[src/hw/rtl/sfd_pkg.sv]
// Shared constants and types of the SLIP frame decoder.
`timescale 1ns / 1ps
package sfd_pkg;

  localparam int MAX_PACKET_DFLT = 2048;
  localparam int CNT_W           = 12;

  localparam logic [7:0] SLIP_END     = 8'o300;
  localparam logic [7:0] SLIP_ESC     = 8'o333;
  localparam logic [7:0] SLIP_ESC_END = 8'o334;
  localparam logic [7:0] SLIP_ESC_ESC = 8'o335;

  typedef enum logic [1:0] {
    KIND_DATA   = 2'd0,
    KIND_GOOD   = 2'd1,
    KIND_BADLEN = 2'd2,
    KIND_ABORT  = 2'd3
  } sfd_kind_t;

  typedef struct packed {
    sfd_kind_t        kind;
    logic [7:0]       data_byte;
    logic [CNT_W-1:0] position;
  } sfd_result_t;

endpackage

[src/hw/rtl/sfd_if.sv]
// Handshake channels of the SLIP frame decoder: received bytes and results.
`timescale 1ns / 1ps
interface sfd_in_if;
  logic       valid;
  logic       ready;
  logic [7:0] rx_byte;

  modport source (output valid, output rx_byte, input ready);
  modport sink (input valid, input rx_byte, output ready);
endinterface

interface sfd_out_if;
  logic        valid;
  logic        ready;
  logic [1:0]  kind;
  logic [7:0]  data_byte;
  logic [11:0] position;

  modport source (output valid, output kind, output data_byte, output position, input ready);
  modport sink (input valid, input kind, input data_byte, input position, output ready);
endinterface

[src/hw/rtl/sfd_in_reg.sv]
// Input register holding one received byte until the parser takes it.
`timescale 1ns / 1ps
module sfd_in_reg (
  input  logic       clk,
  input  logic       rst_n,
  input  logic       in_valid,
  output logic       in_ready,
  input  logic [7:0] in_byte,
  input  logic       advance,
  output logic       hold_valid,
  output logic [7:0] hold_byte
);

  logic       valid_r;
  logic [7:0] byte_r;

  assign in_ready   = !valid_r || advance;
  assign hold_valid = valid_r;
  assign hold_byte  = byte_r;

  always_ff @(posedge clk) begin
    if (!rst_n) begin
      valid_r <= 1'b0;
    end else if (in_ready) begin
      valid_r <= in_valid;
    end
    if (in_ready && in_valid) begin
      byte_r <= in_byte;
    end
  end

endmodule

[src/hw/rtl/sfd_parser.sv]
// SLIP unstuffing state machine: parse mode, byte count and result decode.
`timescale 1ns / 1ps
module sfd_parser #(
  parameter int MAX_PACKET = sfd_pkg::MAX_PACKET_DFLT
) (
  input  logic                clk,
  input  logic                rst_n,
  input  logic                advance,
  input  logic [7:0]          rx_byte,
  output logic                res_valid,
  output sfd_pkg::sfd_result_t res
);
  import sfd_pkg::*;

  localparam logic [CNT_W-1:0] MaxCnt = CNT_W'(MAX_PACKET);

  typedef enum logic [1:0] {
    MODE_IDLE = 2'd0,
    MODE_PKT  = 2'd1,
    MODE_ESC  = 2'd2,
    MODE_HUNT = 2'd3
  } mode_t;

  mode_t            mode_r, mode_nxt;
  logic [CNT_W-1:0] cnt_r, cnt_nxt;
  logic             acc;
  logic [7:0]       acc_byte;
  logic             abort;

  always_comb begin
    mode_nxt  = mode_r;
    cnt_nxt   = cnt_r;
    acc       = 1'b0;
    acc_byte  = rx_byte;
    abort     = 1'b0;
    res_valid = 1'b0;
    res       = '{kind: KIND_DATA, data_byte: 8'd0, position: cnt_r};
    unique case (mode_r)
      MODE_IDLE, MODE_PKT: begin
        if (rx_byte == SLIP_END) begin
          cnt_nxt  = '0;
          mode_nxt = MODE_IDLE;
          if (cnt_r != '0) begin
            res_valid = 1'b1;
            res.kind  = (cnt_r[1:0] == 2'b00) ? KIND_GOOD : KIND_BADLEN;
          end
        end else if (rx_byte == SLIP_ESC) begin
          mode_nxt = MODE_ESC;
        end else begin
          acc = 1'b1;
        end
      end
      MODE_ESC: begin
        if (rx_byte == SLIP_ESC_END) begin
          acc      = 1'b1;
          acc_byte = SLIP_END;
        end else if (rx_byte == SLIP_ESC_ESC) begin
          acc      = 1'b1;
          acc_byte = SLIP_ESC;
        end else begin
          abort = 1'b1;
        end
      end
      MODE_HUNT: begin
        if (rx_byte == SLIP_END) begin
          cnt_nxt  = '0;
          mode_nxt = MODE_IDLE;
        end
      end
      default: begin
        mode_nxt = MODE_IDLE;
      end
    endcase
    if (acc) begin
      if (cnt_r < MaxCnt) begin
        res_valid     = 1'b1;
        res.data_byte = acc_byte;
        cnt_nxt       = cnt_r + CNT_W'(1);
        mode_nxt      = MODE_PKT;
      end else begin
        abort = 1'b1;
      end
    end
    if (abort) begin
      res_valid = 1'b1;
      res.kind  = KIND_ABORT;
      mode_nxt  = MODE_HUNT;
    end
  end

  always_ff @(posedge clk) begin
    if (!rst_n) begin
      mode_r <= MODE_IDLE;
      cnt_r  <= '0;
    end else if (advance) begin
      mode_r <= mode_nxt;
      cnt_r  <= cnt_nxt;
    end
  end

endmodule

[src/hw/rtl/sfd_out_reg.sv]
// Result register facing the downstream channel.
`timescale 1ns / 1ps
module sfd_out_reg (
  input  logic                 clk,
  input  logic                 rst_n,
  input  logic                 load,
  input  sfd_pkg::sfd_result_t res,
  output logic                 can_load,
  output logic                 out_valid,
  input  logic                 out_ready,
  output sfd_pkg::sfd_result_t out_res
);
  import sfd_pkg::*;

  logic        valid_r;
  sfd_result_t res_r;

  assign can_load  = !valid_r || out_ready;
  assign out_valid = valid_r;
  assign out_res   = res_r;

  always_ff @(posedge clk) begin
    if (!rst_n) begin
      valid_r <= 1'b0;
    end else if (can_load) begin
      valid_r <= load;
    end
    if (can_load && load) begin
      res_r <= res;
    end
  end

endmodule

[src/hw/rtl/slip_frame_decoder.sv]
// Top level of the SLIP frame decoder.
`timescale 1ns / 1ps
// Decodes a SLIP byte stream: each accepted byte is held in the input register,
// the parser updates its mode and byte count, and any result lands in the output
// register. Bytes are taken at one word per cycle while the result register
// can drain. A result is a data byte with its index, a done word carrying the
// packet length (good when a multiple of four), or an abort on overflow past
// MAX_PACKET or a bad escape, after which bytes are dropped until the next END.
// Empty packets and bytes that only change mode produce no result.
module slip_frame_decoder #(
  parameter int MAX_PACKET = sfd_pkg::MAX_PACKET_DFLT
) (
  input logic        clk,
  input logic        rst_n,
  sfd_in_if.sink     in_chan,
  sfd_out_if.source  out_chan
);
  import sfd_pkg::*;

  logic        hold_valid;
  logic [7:0]  hold_byte;
  logic        advance;
  logic        can_load;
  logic        res_valid;
  sfd_result_t res;
  sfd_result_t out_res;

  assign advance = hold_valid && can_load;

  sfd_in_reg u_in_reg (
    .clk        (clk),
    .rst_n      (rst_n),
    .in_valid   (in_chan.valid),
    .in_ready   (in_chan.ready),
    .in_byte    (in_chan.rx_byte),
    .advance    (advance),
    .hold_valid (hold_valid),
    .hold_byte  (hold_byte)
  );

  sfd_parser #(
    .MAX_PACKET (MAX_PACKET)
  ) u_parser (
    .clk       (clk),
    .rst_n     (rst_n),
    .advance   (advance),
    .rx_byte   (hold_byte),
    .res_valid (res_valid),
    .res       (res)
  );

  sfd_out_reg u_out_reg (
    .clk       (clk),
    .rst_n     (rst_n),
    .load      (advance && res_valid),
    .res       (res),
    .can_load  (can_load),
    .out_valid (out_chan.valid),
    .out_ready (out_chan.ready),
    .out_res   (out_res)
  );

  assign out_chan.kind      = out_res.kind;
  assign out_chan.data_byte = out_res.data_byte;
  assign out_chan.position  = out_res.position;

endmodule

[src/flat_wrapper.sv]
// flat-port wrapper written by rule: the top's interface ports become plain ports
module slip_frame_decoder_flat import sfd_pkg::*;
#(
  parameter int MAX_PACKET = sfd_pkg::MAX_PACKET_DFLT
)
  (clk, rst_n, in_chan_valid, in_chan_rx_byte, in_chan_ready, out_chan_valid, out_chan_kind, out_chan_data_byte, out_chan_position, out_chan_ready);
  sfd_in_if in_chan_i ();
  sfd_out_if out_chan_i ();
  input logic clk;
  input logic rst_n;
  input wire logic [$bits(in_chan_i.valid)-1:0] in_chan_valid;
  input wire logic [$bits(in_chan_i.rx_byte)-1:0] in_chan_rx_byte;
  output wire logic [$bits(in_chan_i.ready)-1:0] in_chan_ready;
  output wire logic [$bits(out_chan_i.valid)-1:0] out_chan_valid;
  output wire logic [$bits(out_chan_i.kind)-1:0] out_chan_kind;
  output wire logic [$bits(out_chan_i.data_byte)-1:0] out_chan_data_byte;
  output wire logic [$bits(out_chan_i.position)-1:0] out_chan_position;
  input wire logic [$bits(out_chan_i.ready)-1:0] out_chan_ready;
  assign in_chan_i.valid = in_chan_valid;
  assign in_chan_i.rx_byte = in_chan_rx_byte;
  assign in_chan_ready = in_chan_i.ready;
  assign out_chan_valid = out_chan_i.valid;
  assign out_chan_kind = out_chan_i.kind;
  assign out_chan_data_byte = out_chan_i.data_byte;
  assign out_chan_position = out_chan_i.position;
  assign out_chan_i.ready = out_chan_ready;
  slip_frame_decoder #(.MAX_PACKET(MAX_PACKET)) u_core (.clk(clk), .rst_n(rst_n), .in_chan(in_chan_i), .out_chan(out_chan_i));
endmodule
[config.mk]
export PLATFORM = sky130hd
export DESIGN_NAME = slip_frame_decoder_flat
export DESIGN_NICKNAME = d
export VERILOG_FILES = /design/src/hw/rtl/sfd_pkg.sv /design/src/hw/rtl/sfd_if.sv /design/src/hw/rtl/sfd_in_reg.sv /design/src/hw/rtl/sfd_parser.sv /design/src/hw/rtl/sfd_out_reg.sv /design/src/hw/rtl/slip_frame_decoder.sv /design/src/flat_wrapper.sv
export SDC_FILE = /design/constraint.sdc
export NUM_CORES = 1
export LEC_CHECK = 0
export CAP_MARGIN = 10
export CELL_PAD_IN_SITES_DETAIL_PLACEMENT = 0
export CELL_PAD_IN_SITES_GLOBAL_PLACEMENT = 2
export CORE_UTILIZATION = 44
export DETAILED_ROUTE_END_ITERATION = 8
export DONT_BUFFER_PORTS = 1
export GPL_TIMING_DRIVEN = 0
export MAX_ROUTING_LAYER = met4
export PLACE_DENSITY_LB_ADDON = 0.08
export SYNTH_ARGS = -nofsm -noshare
export SYNTH_HDL_FRONTEND = slang
export SYNTH_SLANG_ARGS = --single-unit
[constraint.sdc]
create_clock -name clk -period 6 [get_ports clk]
set_input_delay 0.6 -clock clk [delete_from_list [all_inputs] [get_ports clk]]
set_output_delay 0.6 -clock clk [all_outputs]
set_load 0.05 [all_outputs]
==> reports/summary.md, run 1 <==
After layout, the design draws a total of 0.589 mW. The routed length per placed instance is 17.6 um, and the number of buffers added on ports is 0. The met2 usage came out at 27.5%. In the global route stage, met1 resource usage came out at 24.6%. The run gives 0 as the number of pins exceeding their max-slew limit in the final report. Pin placement for this block handled 36 I/O pins.

The via count of the first global-routing pass is 1321. In this run the biggest area consumer among cell types represents 42.6% of the synthesized area. The core box area is 0.00447 mm2, and the top fanout value on the critical path is 12. For this run, the number of Yosys warnings is 0. The final critical path takes up 51.0% of the cycle. The run gives 0 as the number of setup violations in the final report.

In this run the cell area of the synthesized design comes to 0.00211 mm2. The run gives 0.00851 ns as the setup skew after layout. Dividing the detail-routed via count by the number of cells gives 6.08. The count of antenna-violating nets left after detailed routing was 0; the aggregate global routing overflow was 0. The number of hold-slack violations in the final timing report is 0. The worst setup path is of the reg2reg kind. The run gives 49 as the number of different library cells in the post-synthesis netlist. Power spread over the standard cell area amounts to 258 mW/mm2. In this run the mean area of a mapped cell was 11.7 um2. The number of placed instances, taps included, is 233.

TritonCTS created 5 clock buffers. The run gives 80 as the initial detailed-routing violation count. Setup repair after global routing left no endpoint under its margin. After detailed routing, the total wire length is 4250 um.

Ranked by total cell area, the synthesized netlist is headed by sky130_fd_sc_hd__edfxtp_1, sky130_fd_sc_hd__dfxtp_1, sky130_fd_sc_hd__and2_1. The biggest area contributor in the post-synthesis netlist is sky130_fd_sc_hd__edfxtp_1. The net count of the finished layout is 202.

In the global route stage, overall resource usage came out at 18.6%. From left edge to right edge, the die measures 71.3 um. Clock-pin slew was measured on the worst setup and hold paths at 0.08 ns.

Of all flip-flops after synthesis, the portion carrying an async set or reset was 0%. The number of remaining DRC errors came out at 1. The static leakage is 0.711 nW. The worst-case headroom to the max-slew limit is 50.3%. The routed layout has 1466 vias. The number of antenna diodes in the final layout is 0. The fraction of final layout cells with drive strength greater than 1 works out to 12.2%. The number of clock sinks was 46. The most frequently used flop master after synthesis is sky130_fd_sc_hd__edfxtp_1.

Post-CTS timing repair inserted 0 buffers for setup. The floorplan step set the die height to 71.3 um. Post-CTS repair changed the size of 0 cells. For the worst-skew pair, the clock arrives at the later sink with an insertion delay of 0.30 ns. The last weighted congestion value of the routability-driven placer is 0.790, and the floorplan row count is 24. Synthesis produced a netlist whose cell count is 180. The logs give 0 for the initial antenna violation count and 0.000143 V for the maximum resistive drop on vdd. STA classifies the critical path startpoint as a flip-flop. Counting flops with a built-in enable in the synthesized netlist gives 30.

The longest clock path from root to sink contains 2 buffers. Counting flops and latches in the post-synthesis netlist gives 46. The final reports fail on design-rule violations. Global-route layer with the greatest usage: met2. The CTS H-tree depth was 2.

The category of the worst setup path capture point is a flip-flop. At the pin with the least slew margin, the transition time is 0.745 ns. The logs give 327 MHz for the achievable clock frequency and 241 for the number of standard cells in the layout, taps in and fillers out. The run gives 6 as the detailed-router iteration count before antenna repair. For the final routed database, the setup TNS stands at 0 ns. The number of buffers inserted for hold repair after clock tree synthesis is 0. The initial standard-cell utilization of the core is 47.2%. Most common cell in the netlist: sky130_fd_sc_hd__edfxtp_1.

TritonCTS built the clock tree. The max-capacitance violation count is 0. In the synthesized netlist, the cells that appear most often are sky130_fd_sc_hd__edfxtp_1, sky130_fd_sc_hd__dfxtp_1, sky130_fd_sc_hd__nand2_1. Entering global routing, the biggest net connects 14 pins.

The run gives 57.8% as the fraction of the yosys area taken by sequential cells. The floorplan step defined a die boundary enclosing 0.00508 mm2. The run gives 194 as the total nets after synthesis. The run gives 4.64% as the met3 capacity usage during global routing. The clock root buffer was sky130_fd_sc_hd__clkbuf_8. From synthesis to final layout, the design area changed by 7.82%. Once detailed placement completed, the half-perimeter wirelength came to 3010 um.

The data arrival time at the worst-slack endpoint came out at 3.07 ns. At the worst endpoint, the required time is 6.01 ns. In this run the worst hold path is classified as in2reg.

The run finished, with violations left. The wire length of the first global-routing pass was 6760 um; the minimum period implied by the final worst setup slack was 3.06 ns.
-- cells in the final DEF, fill, tap and decap left out, types with 4 or more instances in the layout --
cell                       Yosys  final
sky130_fd_sc_hd__edfxtp_1     30     30
sky130_fd_sc_hd__dfxtp_1      16     16
sky130_fd_sc_hd__nand2_1      12     12
sky130_fd_sc_hd__nand3_1      10     10
sky130_fd_sc_hd__and2_1        8      8
sky130_fd_sc_hd__clkbuf_1      7      8
sky130_fd_sc_hd__nor2_1        7      7
sky130_fd_sc_hd__inv_1         6      6
sky130_fd_sc_hd__nor3_1        6      6
sky130_fd_sc_hd__nand4_1       6      6
sky130_fd_sc_hd__a31oi_1       6      6
sky130_fd_sc_hd__o21ai_0       5      5
sky130_fd_sc_hd__a21oi_1       6      5
sky130_fd_sc_hd__clkbuf_8      0      5
sky130_fd_sc_hd__or3_1         4      4
sky130_fd_sc_hd__nand4b_1      4      4
-- worst max-delay path, stage by stage (launching register included) --
cell and delay (ns):
sky130_fd_sc_hd__edfxtp_1 0.47, sky130_fd_sc_hd__or4_4 0.59, sky130_fd_sc_hd__or3_1 0.43, sky130_fd_sc_hd__a311o_1 0.41, sky130_fd_sc_hd__a21oi_2 0.63, sky130_fd_sc_hd__buf_8 0.23
-- report_power, final --
part | internal (mW) | switching [mW] | total, mW
combinational | 0.00944 | 0.0194 | 0.0289
sequential | 0.350 | 0.0314 | 0.382
clock | 0.0801 | 0.0982 | 0.178
total | 0.440 | 0.149 | 0.589
-- registers in the layout, indices dropped and copies added, names as in the netlist --
name                        cells
u_core.u_in_reg.hold_valid      1
u_core.u_parser.mode_r          2
u_core.u_out_reg.out_res       22
u_core.u_out_reg.out_valid      1
u_core.u_in_reg.hold_byte       8
u_core.u_parser.cnt_r          12
-- kinds of logic (layout without fill, tap and decap cells) --
family	after synthesis	after routing	synth area share, %
compound gates	42	42	16.6
fa+ha+maj	2	2	1.18
buf+inv	16	25	4.14
flops	46	46	57.8
simple gates	74	74	20.3
-- layer usage --
layer  up-vias  routed length (um)  part of all wire [%]
li1        710                   -                     -
met1       714                2080                    49
met2        38                1970                    46
met3         4                 155                   3.6
met4         0                  44                   1.0
met5         -                   0                     0
-- through the flow --
stage / utilization, % / hold slack [ns] / setup slack, ns / area (um2)
2_1_floorplan: - / 0.406 / 2.74 / 2110
3_3_place_gp: 48.7 / 0.413 / 2.15 / 2180
3_5_place_dp: 49.1 / 0.417 / 2.95 / 2200
4_1_cts: 50.9 / 0.385 / 2.93 / 2280
5_1_grt: 50.9 / 0.377 / 2.81 / 2280
6_report: 50.9 / 0.390 / 2.94 / 2280
-- final cells by class --
cell class | count | area [um2]
repair buffers | 1 | 15.0
clock inverters | 2 | 8.76
fillers | 387 | 2200
clock buffers | 6 | 72.6
plain buffers | 10 | 65.1
flip-flops and latches | 46 | 1220
well taps | 52 | 65.1
multi-input cells | 118 | 808
inverters | 6 | 22.5
-- path summary, 6_finish.rpt --
path | start | end | cells after the start | slack (ns)
worst min register to register | u_core.u_parser.cnt_r[5]$_SDFFE_PN0P_ | u_core.u_out_reg.out_res[5]$_DFFE_PP_ | 0 | 0.44
worst min-delay path | in_chan_rx_byte[2] | u_core.u_in_reg.hold_byte[2]$_DFFE_PP_ | 0 | 0.39
worst max-delay path | u_core.u_in_reg.hold_byte[0]$_DFFE_PP_ | u_core.u_out_reg.out_res[10]$_DFFE_PP_ | 5 | 2.94
worst max register to register | u_core.u_in_reg.hold_byte[0]$_DFFE_PP_ | u_core.u_out_reg.out_res[10]$_DFFE_PP_ | 5 | 2.94
(Power assumes the default switching activity.)
==> run 2: changes to the inputs <==
- ABC_AREA: default -> 1
- CORE_UTILIZATION: 44 -> 37
- clock period: 6 -> 3.1 ns (I/O delays scaled with it)
==> run 2 against run 1 <==
The flow now finishes without violations. Combinational power rose to 2.9 times the previous value. Count of clock-buffer cells in the layout down 1. Wire length rose by 22%. Clock power rose by 98%. Setup slack got worse by 2.5 ns. Non-clock buffer count down 3. Synthesized cell count grew 51%. Cell count rose by 46%. Sequential power grew 95%. Worst hold slack worse by 0.29 ns. Die area is 28% higher. Critical path depth did not move. Highest routed layer unchanged.
==> reports/summary.md, run 2 <==
The post-synthesis to final-layout area growth came out at 7.57% (was 7.82%). The transition at the pin with the smallest max-transition slack was 0.995 ns (was 0.745 ns); the number of different library cells in the post-synthesis netlist was 30 (was 49). The floorplan row count was 28 (was 24); the per-instance average area after synthesis was 8.42 um2 (was 11.7 um2). The run gives 0 (unchanged) as the number of setup violations in the final report. The run gives 0.00837 ns (was 0.00851 ns) as the setup skew after layout. Fraction of the yosys area taken by sequential cells: 53.5% (was 57.8%). The register bit total from synthesis was 46 (unchanged). Met3 wirelength from detailed routing: 144 um (was 155 um). The maximum number of pins on one net before global-route repair was 23 (was 14); the overall power was 1.18 mW (was 0.589 mW). The last weighted congestion value of the routability-driven placer came out at 0.837 (was 0.790).

The classification of the worst setup path is reg2reg (unchanged). The filler cell count is 624 (was 387). Leading area contributor after synthesis: sky130_fd_sc_hd__edfxtp_1 (unchanged). The run gives 0 ns (unchanged) as the final setup TNS. The run gives 1696 (was 1466) as the via count of the routed design. The final layout net count came out at 292 (was 202). The run finished with clean final reports. The number of buffers inserted for hold repair after clock tree synthesis came out at 0 (unchanged). Ranking of synthesized cells by instance count: sky130_fd_sc_hd__nand2_1, sky130_fd_sc_hd__edfxtp_1, sky130_fd_sc_hd__inv_1 (was sky130_fd_sc_hd__edfxtp_1, sky130_fd_sc_hd__dfxtp_1, sky130_fd_sc_hd__nand2_1). Highest metal layer with signal wires: met4 (unchanged). Setup repair after global routing left no endpoint under its margin. The portion of synthesized cell area occupied by the leading cell type came out at 39.5% (was 42.6%). The total nets after synthesis came out at 285 (was 194). The logs give 0.997 nW (was 0.711 nW) for the static leakage and 38.5% (was 47.2%) for the initial standard-cell utilization of the core. The total of cells resized after clock tree synthesis came out at 0 (unchanged).

The clock slew at the register clock pins of the worst setup and hold paths is 0.08 ns (about the same), and the portion of the clock cycle consumed by the worst path in the final layout is 84.5% (was 51.0%). The tools report the maximum resistive drop on vdd as 0.000241 V (was 0.000143 V). Most common cell after layout, fill and taps aside: sky130_fd_sc_hd__nand2_1 (was sky130_fd_sc_hd__edfxtp_1). The run gives 33.5% (was 50.3%) as the worst-case headroom to the max-slew limit. The number of clock buffers inserted by TritonCTS was 5 (unchanged); the core box area was 0.00592 mm2 (was 0.00447 mm2). TritonCTS built the clock tree. The met1 routed wirelength after detailed routing came out at 2570 um (was 2080 um).

The run gives 271 (was 180) as the cell count after synthesis. Most common cell in the netlist: sky130_fd_sc_hd__nand2_1 (was sky130_fd_sc_hd__edfxtp_1). Leading post-synthesis cells by cell area: sky130_fd_sc_hd__edfxtp_1, sky130_fd_sc_hd__dfxtp_1, sky130_fd_sc_hd__nand2_1 (was sky130_fd_sc_hd__edfxtp_1, sky130_fd_sc_hd__dfxtp_1, sky130_fd_sc_hd__and2_1).

Routed length per placed instance: 14.6 um (was 17.6 um). The flip-flop count of the largest register after layout is 22 (unchanged). The detailed route wirelength on metal2 came out at 2400 um (was 1970 um). The areal power density over the cells is 480 mW/mm2 (was 258 mW/mm2). The tools report the detailed-router iteration count before antenna repair as 4 (was 6).

The share of async-settable or async-resettable flops after synthesis is 0% (unchanged). The sequential cell area came out at 0.00122 mm2 (unchanged). The post-CTS setup buffer count came out at 0 (unchanged). The number of pins exceeding their max-slew limit in the final report was 0 (unchanged); the number of buffers between clock root and the deepest sink was 2 (unchanged). The via count of the first global-routing pass is 1743 (was 1321). The fraction of final layout cells with drive strength greater than 1 came out at 11.9% (was 12.2%). Final routed wirelength across all metal layers: 5160 um (was 4250 um).

The run gives 2.91 ns (was 6.01 ns) as the data required time of the worst path. The tools report the achievable clock frequency as 382 MHz (was 327 MHz). The floorplan die height came out at 80.5 um (was 71.3 um). The number of enable-type register cells in the synthesized netlist is 30 (unchanged), and the initial antenna violation count is 0 (unchanged). The number of buffers added on ports is 0 (unchanged), and the minimum period implied by the final worst setup slack is 2.62 ns (was 3.06 ns). The post-detailed-route via-to-cell ratio works out to 4.80 (was 6.08). The total of warnings raised by yosys is 0 (unchanged), and the count of antenna-violating nets left after detailed routing is 0 (unchanged). The total half-perimeter wirelength after legalization and detailed placement is 3750 um (was 3010 um).

The post-synthesis instance area was 0.00228 mm2 (was 0.00211 mm2); the clock latency on the worst-skew pair was 0.30 ns (about the same). For the number of remaining DRC errors, the log shows 0 (was 1). Category of the worst setup path capture point: a flip-flop (unchanged).

The max-capacitance violation count was 0 (unchanged). For the number of hold-slack violations in the final timing report, the log shows 0 (unchanged). The tools report the data arrival time at the worst-slack endpoint as 2.44 ns (was 3.07 ns). Class of the most critical hold timing path: in2reg (unchanged).

Nature of the critical path startpoint: a flip-flop (unchanged). The total global-route track usage was 18.5% (was 18.6%). For the antenna diode count, the log shows 0 (unchanged). The aggregate global routing overflow came out at 0 (unchanged). Top fanout value on the critical path: 22 (was 12). The tools report the clock root buffer as sky130_fd_sc_hd__clkbuf_8 (unchanged).

The area used by multi-input combinational logic was 888 um2 (was 808 um2). The most frequently used flop master after synthesis was sky130_fd_sc_hd__edfxtp_1 (unchanged). The CTS H-tree depth was 2 (unchanged). I/O pin count: 36 (unchanged). The tools report the number of clock sinks as 46 (unchanged). The tools report the die area as 0.00649 mm2 (was 0.00508 mm2). Commonest cells after routing, fill and taps aside: sky130_fd_sc_hd__nand2_1, sky130_fd_sc_hd__edfxtp_1, sky130_fd_sc_hd__inv_1 (was sky130_fd_sc_hd__edfxtp_1, sky130_fd_sc_hd__dfxtp_1, sky130_fd_sc_hd__nand2_1).

The slack of the worst reg-to-reg path came out at 0.48 ns (was 2.94 ns). The wire length of the first global-routing pass is 8610 um (was 6760 um), and the horizontal extent of the die is 80.5 um (was 71.3 um). Initial detailed-routing violation count: 82 (was 80).
[run 2: cell count changes after synthesis, moves of 5 or more]
cell | previous run | this run
sky130_fd_sc_hd__a31oi_1 | 6 | 0
sky130_fd_sc_hd__nand2_1 | 12 | 81
sky130_fd_sc_hd__nor2_1 | 7 | 27
sky130_fd_sc_hd__nor3_1 | 6 | 1
sky130_fd_sc_hd__and2_1 | 8 | 0
sky130_fd_sc_hd__nand3_1 | 10 | 23
sky130_fd_sc_hd__clkbuf_1 | 7 | 2
sky130_fd_sc_hd__inv_1 | 6 | 28
sky130_fd_sc_hd__a21oi_1 | 6 | 15
[run 2: through the flow]
step | worst slack, ns | instance area [um2] | hold WS, ns | utilization [%] | instances
3_3_place_gp | 0.455 | 2380 | 0.406 | 40.1 | 346
4_1_cts | 0.386 | 2450 | 0.0977 | 41.5 | 353
5_1_grt | 0.190 | 2450 | 0.0883 | 41.5 | 353
6_report | 0.479 | 2450 | 0.104 | 41.5 | 353
3_5_place_dp | 0.404 | 2380 | 0.409 | 40.1 | 346
2_1_floorplan | 1.05 | 2280 | 0.403 | - | 271
[run 2: critical path: stages (launching register included)]
cell and delay (ns):
sky130_fd_sc_hd__dfxtp_1 0.66, sky130_fd_sc_hd__nand2_1 0.16, sky130_fd_sc_hd__nand2_2 0.26, sky130_fd_sc_hd__inv_2 0.18, sky130_fd_sc_hd__o21ai_0 0.19, sky130_fd_sc_hd__nand2_1 0.68
[run 2: report_power, final]
part	internal (mW)	switching, mW
Sequential	0.682	0.0613
Combinational	0.0209	0.0616
Clock	0.152	0.200
Total	0.855	0.323
[run 2: path summary, 6_finish.rpt]
path,from,endpoint,cells past startpoint
hold / removal,in_chan_rx_byte[5],u_core.u_in_reg.hold_byte[5]$_DFFE_PP_,0
hold reg to reg,u_core.u_parser.cnt_r[6]$_SDFFE_PN0P_,u_core.u_out_reg.out_res[6]$_DFFE_PP_,0
setup reg to reg,u_core.u_out_reg.out_valid$_SDFFE_PN0P_,u_core.u_out_reg.out_res[4]$_DFFE_PP_,5
setup / recovery,u_core.u_out_reg.out_valid$_SDFFE_PN0P_,u_core.u_out_reg.out_res[4]$_DFFE_PP_,5
[run 2: logic make-up after synthesis]
kind of cell	Yosys count	share of synthesized area, %
AO/OA/AOI/OAI	24	5.59
XOR/XNOR	1	0.384
adder cells (fa/ha/maj)	2	1.10
buffers and inverters	41	7.57
flip-flops	46	53.5
AND/OR/NAND/NOR	157	31.9
[run 2: metal layers]
metal	GRT usage (%)	up-vias
li1	-	894
met1	23.5	768
met2	30.2	28
met3	3.52	6
met4	4.82	0
met5	-	-
[run 2: cell type report]
cell class / instances / area share (%)
buffer: 8 / 1.99
sequential: 46 / 49.7
multi-input combinational: 184 / 36.2
clock buffer: 5 / 2.80
clock inverter: 2 / 0.408
inverter: 33 / 5.05
tap: 75 / 3.82
==> run 3: changes to the inputs <==
- CORE_UTILIZATION: 37 -> 33
- clock period: 3.1 -> 2.1 ns (I/O delays scaled with it)
==> run 3 against run 2 <==
Flip-flop and latch count is the same. Worst hold slack lost 0.089 ns. Critical path type unchanged. Highest routed layer unchanged. Sequential power grew 48%. Count of clock-buffer cells in the layout is the same. Largest power group unchanged. Wire length grew 6.8%. Critical path depth grew 3. Setup slack lost 0.31 ns.
==> reports/summary.md, run 3 (synthesis results as in run 2) <==
Nature of the critical path startpoint: a flip-flop (unchanged). For the worst-case headroom to the max-slew limit, the log shows 60.9% (was 33.5%). For the via count of the routed design, the log shows 1787 (was 1696). The data arrival time at the worst-slack endpoint was 1.94 ns (was 2.44 ns). The startpoint of the most critical register-to-register path is u_core.u_in_reg.hold_byte[0]$_DFFE_PP_ (was u_core.u_out_reg.out_valid$_SDFFE_PN0P_). The minimum period implied by the final worst setup slack is 1.93 ns (was 2.62 ns).

The final routed wirelength across all metal layers came out at 5520 um (was 5160 um). The clock root buffer was sky130_fd_sc_hd__clkbuf_8 (unchanged). The beginning of the worst hold path was rst_n (was in_chan_rx_byte[5]). Category of the worst setup path capture point: a flip-flop (unchanged).

The tools report the number of clock sinks as 46 (unchanged). The total half-perimeter wirelength after legalization and detailed placement was 3800 um (was 3750 um); the CTS H-tree depth was 2 (unchanged). Total internal power: 1.41 mW (was 0.855 mW). The top fanout value on the critical path is 11 (was 22), and the fraction of power spent switching nets is 26.9% (was 27.4%).

Achievable clock frequency: 517 MHz (was 382 MHz). The class of the most critical hold timing path is in2reg (unchanged). Horizontal extent of the die: 85.2 um (was 80.5 um). The static leakage is 1.05 nW (was 0.997 nW), and the number of buffers added on ports is 0 (unchanged). The critical path's largest stage delay was 0.46 ns (was 0.68 ns); the number of clock buffers inserted by TritonCTS was 5 (unchanged).

The tools report the I/O pin count as 36 (unchanged). The cell depth of the worst min-delay path came out at 2 (was 0). The endpoint of the worst hold path is u_core.u_parser.cnt_r[3]$_SDFFE_PN0P_ (was u_core.u_in_reg.hold_byte[5]$_DFFE_PP_).

For the post-CTS setup buffer count, the log shows 0 (unchanged). Cell with the biggest individual delay on the critical path: sky130_fd_sc_hd__edfxtp_1 (was sky130_fd_sc_hd__nand2_1). The number of remaining DRC errors was 0 (unchanged). The net load switching power was 0.520 mW (was 0.323 mW); the last weighted congestion value of the routability-driven placer was 0.804 (was 0.837). The data required time of the worst path was 2.10 ns (was 2.91 ns). The portion of the clock cycle consumed by the worst path in the final layout was 92.1% (was 84.5%). The wire length of the first global-routing pass was 8910 um (was 8610 um); the fraction of final layout cells with drive strength greater than 1 was 13.1% (was 11.9%). The tools report the max-capacitance violation count as 0 (unchanged).

The number of pins exceeding their max-slew limit in the final report was 0 (unchanged); the antenna diode count was 0 (unchanged). The run gives 16.7% (was 18.5%) as the total global-route track usage. The initial standard-cell utilization of the core is 35.1% (was 38.5%), and the core box area is 0.00649 mm2 (was 0.00592 mm2). The met2 usage was 24.9% (was 30.2%); the detailed-router iteration count before antenna repair was 4 (unchanged). Global-route layer with the greatest usage: met2 (unchanged). The via count of the first global-routing pass was 1705 (was 1743).

The flip-flop count of the largest register after layout was 22 (unchanged); the number of buffers between clock root and the deepest sink was 2 (unchanged). Setup repair after global routing left no endpoint under its margin. The tools report the die area as 0.00725 mm2 (was 0.00649 mm2). The tools report the worst flop-to-flop path endpoint as u_core.u_out_reg.out_res[9]$_DFFE_PP_ (was u_core.u_out_reg.out_res[4]$_DFFE_PP_). The met1 routing resource usage after global routing came out at 23.1% (was 23.5%).

The filler cell count was 674 (was 624). The transition at the pin with the smallest max-transition slack is 0.585 ns (was 0.995 ns). The post-synthesis to final-layout area growth was 14.1% (was 7.57%). The post-detailed-route via-to-cell ratio is 4.88 (was 4.80). The cell repeated most along the worst path is sky130_fd_sc_hd__nand2_1 (unchanged). The number of setup violations in the final report is 0 (unchanged).

The initial antenna violation count was 0 (unchanged); the maximum resistive drop on vdd was 0.000318 V (was 0.000241 V). TritonCTS built the clock tree. The setup skew after layout was 0.00580 ns (was 0.00837 ns). The maximum number of pins on one net before global-route repair is 23 (unchanged), and the clock latency on the worst-skew pair is 0.31 ns (was 0.30 ns).

The tools report the met3 capacity usage during global routing as 3.21% (was 3.52%). For the final layout net count, the log shows 302 (was 292). The standard cell area after detailed placement is 0.00238 mm2 (about the same), and the slack of the worst reg-to-reg path is 0.17 ns (was 0.48 ns). Most common cell after layout, fill and taps aside: sky130_fd_sc_hd__nand2_1 (unchanged).

Clock group share of total power: 36.0% (was 29.9%). The depth of the worst register-to-register path was 8 (was 5); the aggregate global routing overflow was 0 (unchanged). The sequential power share is 56.8% (was 63.1%). For the final hold slack, the log shows 0.0154 ns (was 0.104 ns). The floorplan die height came out at 85.2 um (was 80.5 um). The classification of the worst setup path is reg2reg (unchanged). The flow ran to the end, and the final reports show no timing, DRC or antenna violations.

The tools report the floorplan row count as 29 (was 28). The post-route standard cell area excluding fillers was 0.00261 mm2 (was 0.00245 mm2); the relative contribution of combinational cells to total power was 7.2% (was 7.0%). The count of antenna-violating nets left after detailed routing was 0 (unchanged); the routed length per placed instance was 15.1 um (was 14.6 um).

Worst path cell trace: inv_2, nand2_1, nor2_1, nand2_1, nand3_2, nand2_4, o21ai_2, nand2_2 (was nand2_1, nand2_2, inv_2, o21ai_0, nand2_1). The initial detailed-routing violation count is 83 (was 82), and the clock slew at the register clock pins of the worst setup and hold paths is 0.09 ns (was 0.08 ns). The areal power density over the cells works out to 742 mW/mm2 (was 480 mW/mm2).

Commonest cells after routing, fill and taps aside: sky130_fd_sc_hd__nand2_1, sky130_fd_sc_hd__edfxtp_1, sky130_fd_sc_hd__inv_1 (unchanged). The run gives 0 (unchanged) as the number of hold-slack violations in the final timing report.
## run 3: changes by cell type in the layout (fill, tap and decap cells not counted), sizes merged
cell / before / now
inv: 32 / 33
dlygate4sd3: 0 / 9
bufinv: 0 / 1
clkinvlp: 0 / 1
nand2: 87 / 88
clkinv: 3 / 1
## run 3: worst max-delay path: cells and delay by family (launching register included)
kind,cells,cell delay [ns]
flip-flops,1,0.46
buffers and inverters,1,0.08
AO/OA/AOI/OAI,1,0.27
AND/OR/NAND/NOR,6,0.81
## run 3: power by group through the flow
stage / Combinational, mW / Clock [mW] / Sequential, mW
2_1_floorplan: 0.0910 / 0 / 1.11
3_3_place_gp: 0.122 / 0 / 1.12
3_5_place_dp: 0.122 / 0 / 1.12
4_1_cts: 0.138 / 0.728 / 1.10
5_1_grt: 0.159 / 0.760 / 1.10
6_report: 0.139 / 0.695 / 1.10
## run 3: final cells by class
cell class	instances	area, um2	area share [%]
clock buffers	5	68.8	2.64
repair buffers	9	90.1	3.46
multi-input cells	185	906	34.8
clock inverters	3	48.8	1.87
flip-flops and latches	46	1220	46.9
well taps	77	96.3	3.70
plain buffers	8	48.8	1.87
inverters	33	124	4.76
## run 3: per-stage QoR
| stage | setup TNS (ns) | power, mW | worst slack [ns] | utilization, % | std cells |
|---|---|---|---|---|---|
| 2_1_floorplan | 0 | 1.20 | 0.0470 | - | 271 |
| 4_1_cts | 0 | 1.97 | 0.0847 | 40.0 | 365 |
| 3_5_place_dp | -12.87 | 1.24 | -0.587 | 36.6 | 348 |
| 6_report | 0 | 1.93 | 0.165 | 40.1 | 366 |
| 3_3_place_gp | -13.21 | 1.24 | -0.602 | 36.6 | 348 |
| 5_1_grt | 0 | 2.02 | 0.00432 | 40.1 | 366 |
## run 3: worst max-delay path by stage
stage	slack, ns	end	cells past startpoint	start
after floorplan	0.05	u_core.u_out_reg.out_res[0]$_DFFE_PP_	5	u_core.u_out_reg.out_valid$_SDFFE_PN0P_
after global placement	-0.60	u_core.u_out_reg.out_res[6]$_DFFE_PP_	5	u_core.u_out_reg.out_valid$_SDFFE_PN0P_
after detailed placement	-0.59	u_core.u_out_reg.out_res[6]$_DFFE_PP_	5	u_core.u_out_reg.out_valid$_SDFFE_PN0P_
after CTS	0.08	u_core.u_out_reg.out_res[10]$_DFFE_PP_	8	u_core.u_in_reg.hold_byte[0]$_DFFE_PP_
after global routing	0.004	u_core.u_out_reg.out_res[13]$_SDFFCE_PN0P_	8	u_core.u_in_reg.hold_byte[5]$_DFFE_PP_
final	0.17	u_core.u_out_reg.out_res[9]$_DFFE_PP_	8	u_core.u_in_reg.hold_byte[0]$_DFFE_PP_
## run 3: timing repair
item,in CTS,in global routing
setup endpoints to repair,22,22
gates cloned,0,1
pin swaps,0,1
hold buffers,9,0
hold endpoints to repair,9,0
gates resized for setup,4,1
## run 3: metal layers
metal  up-vias  routed length, um
li1        916                  -
met3         5                171
met1       826               2750
met2        40               2530
met4         0                 66
met5         -                  0
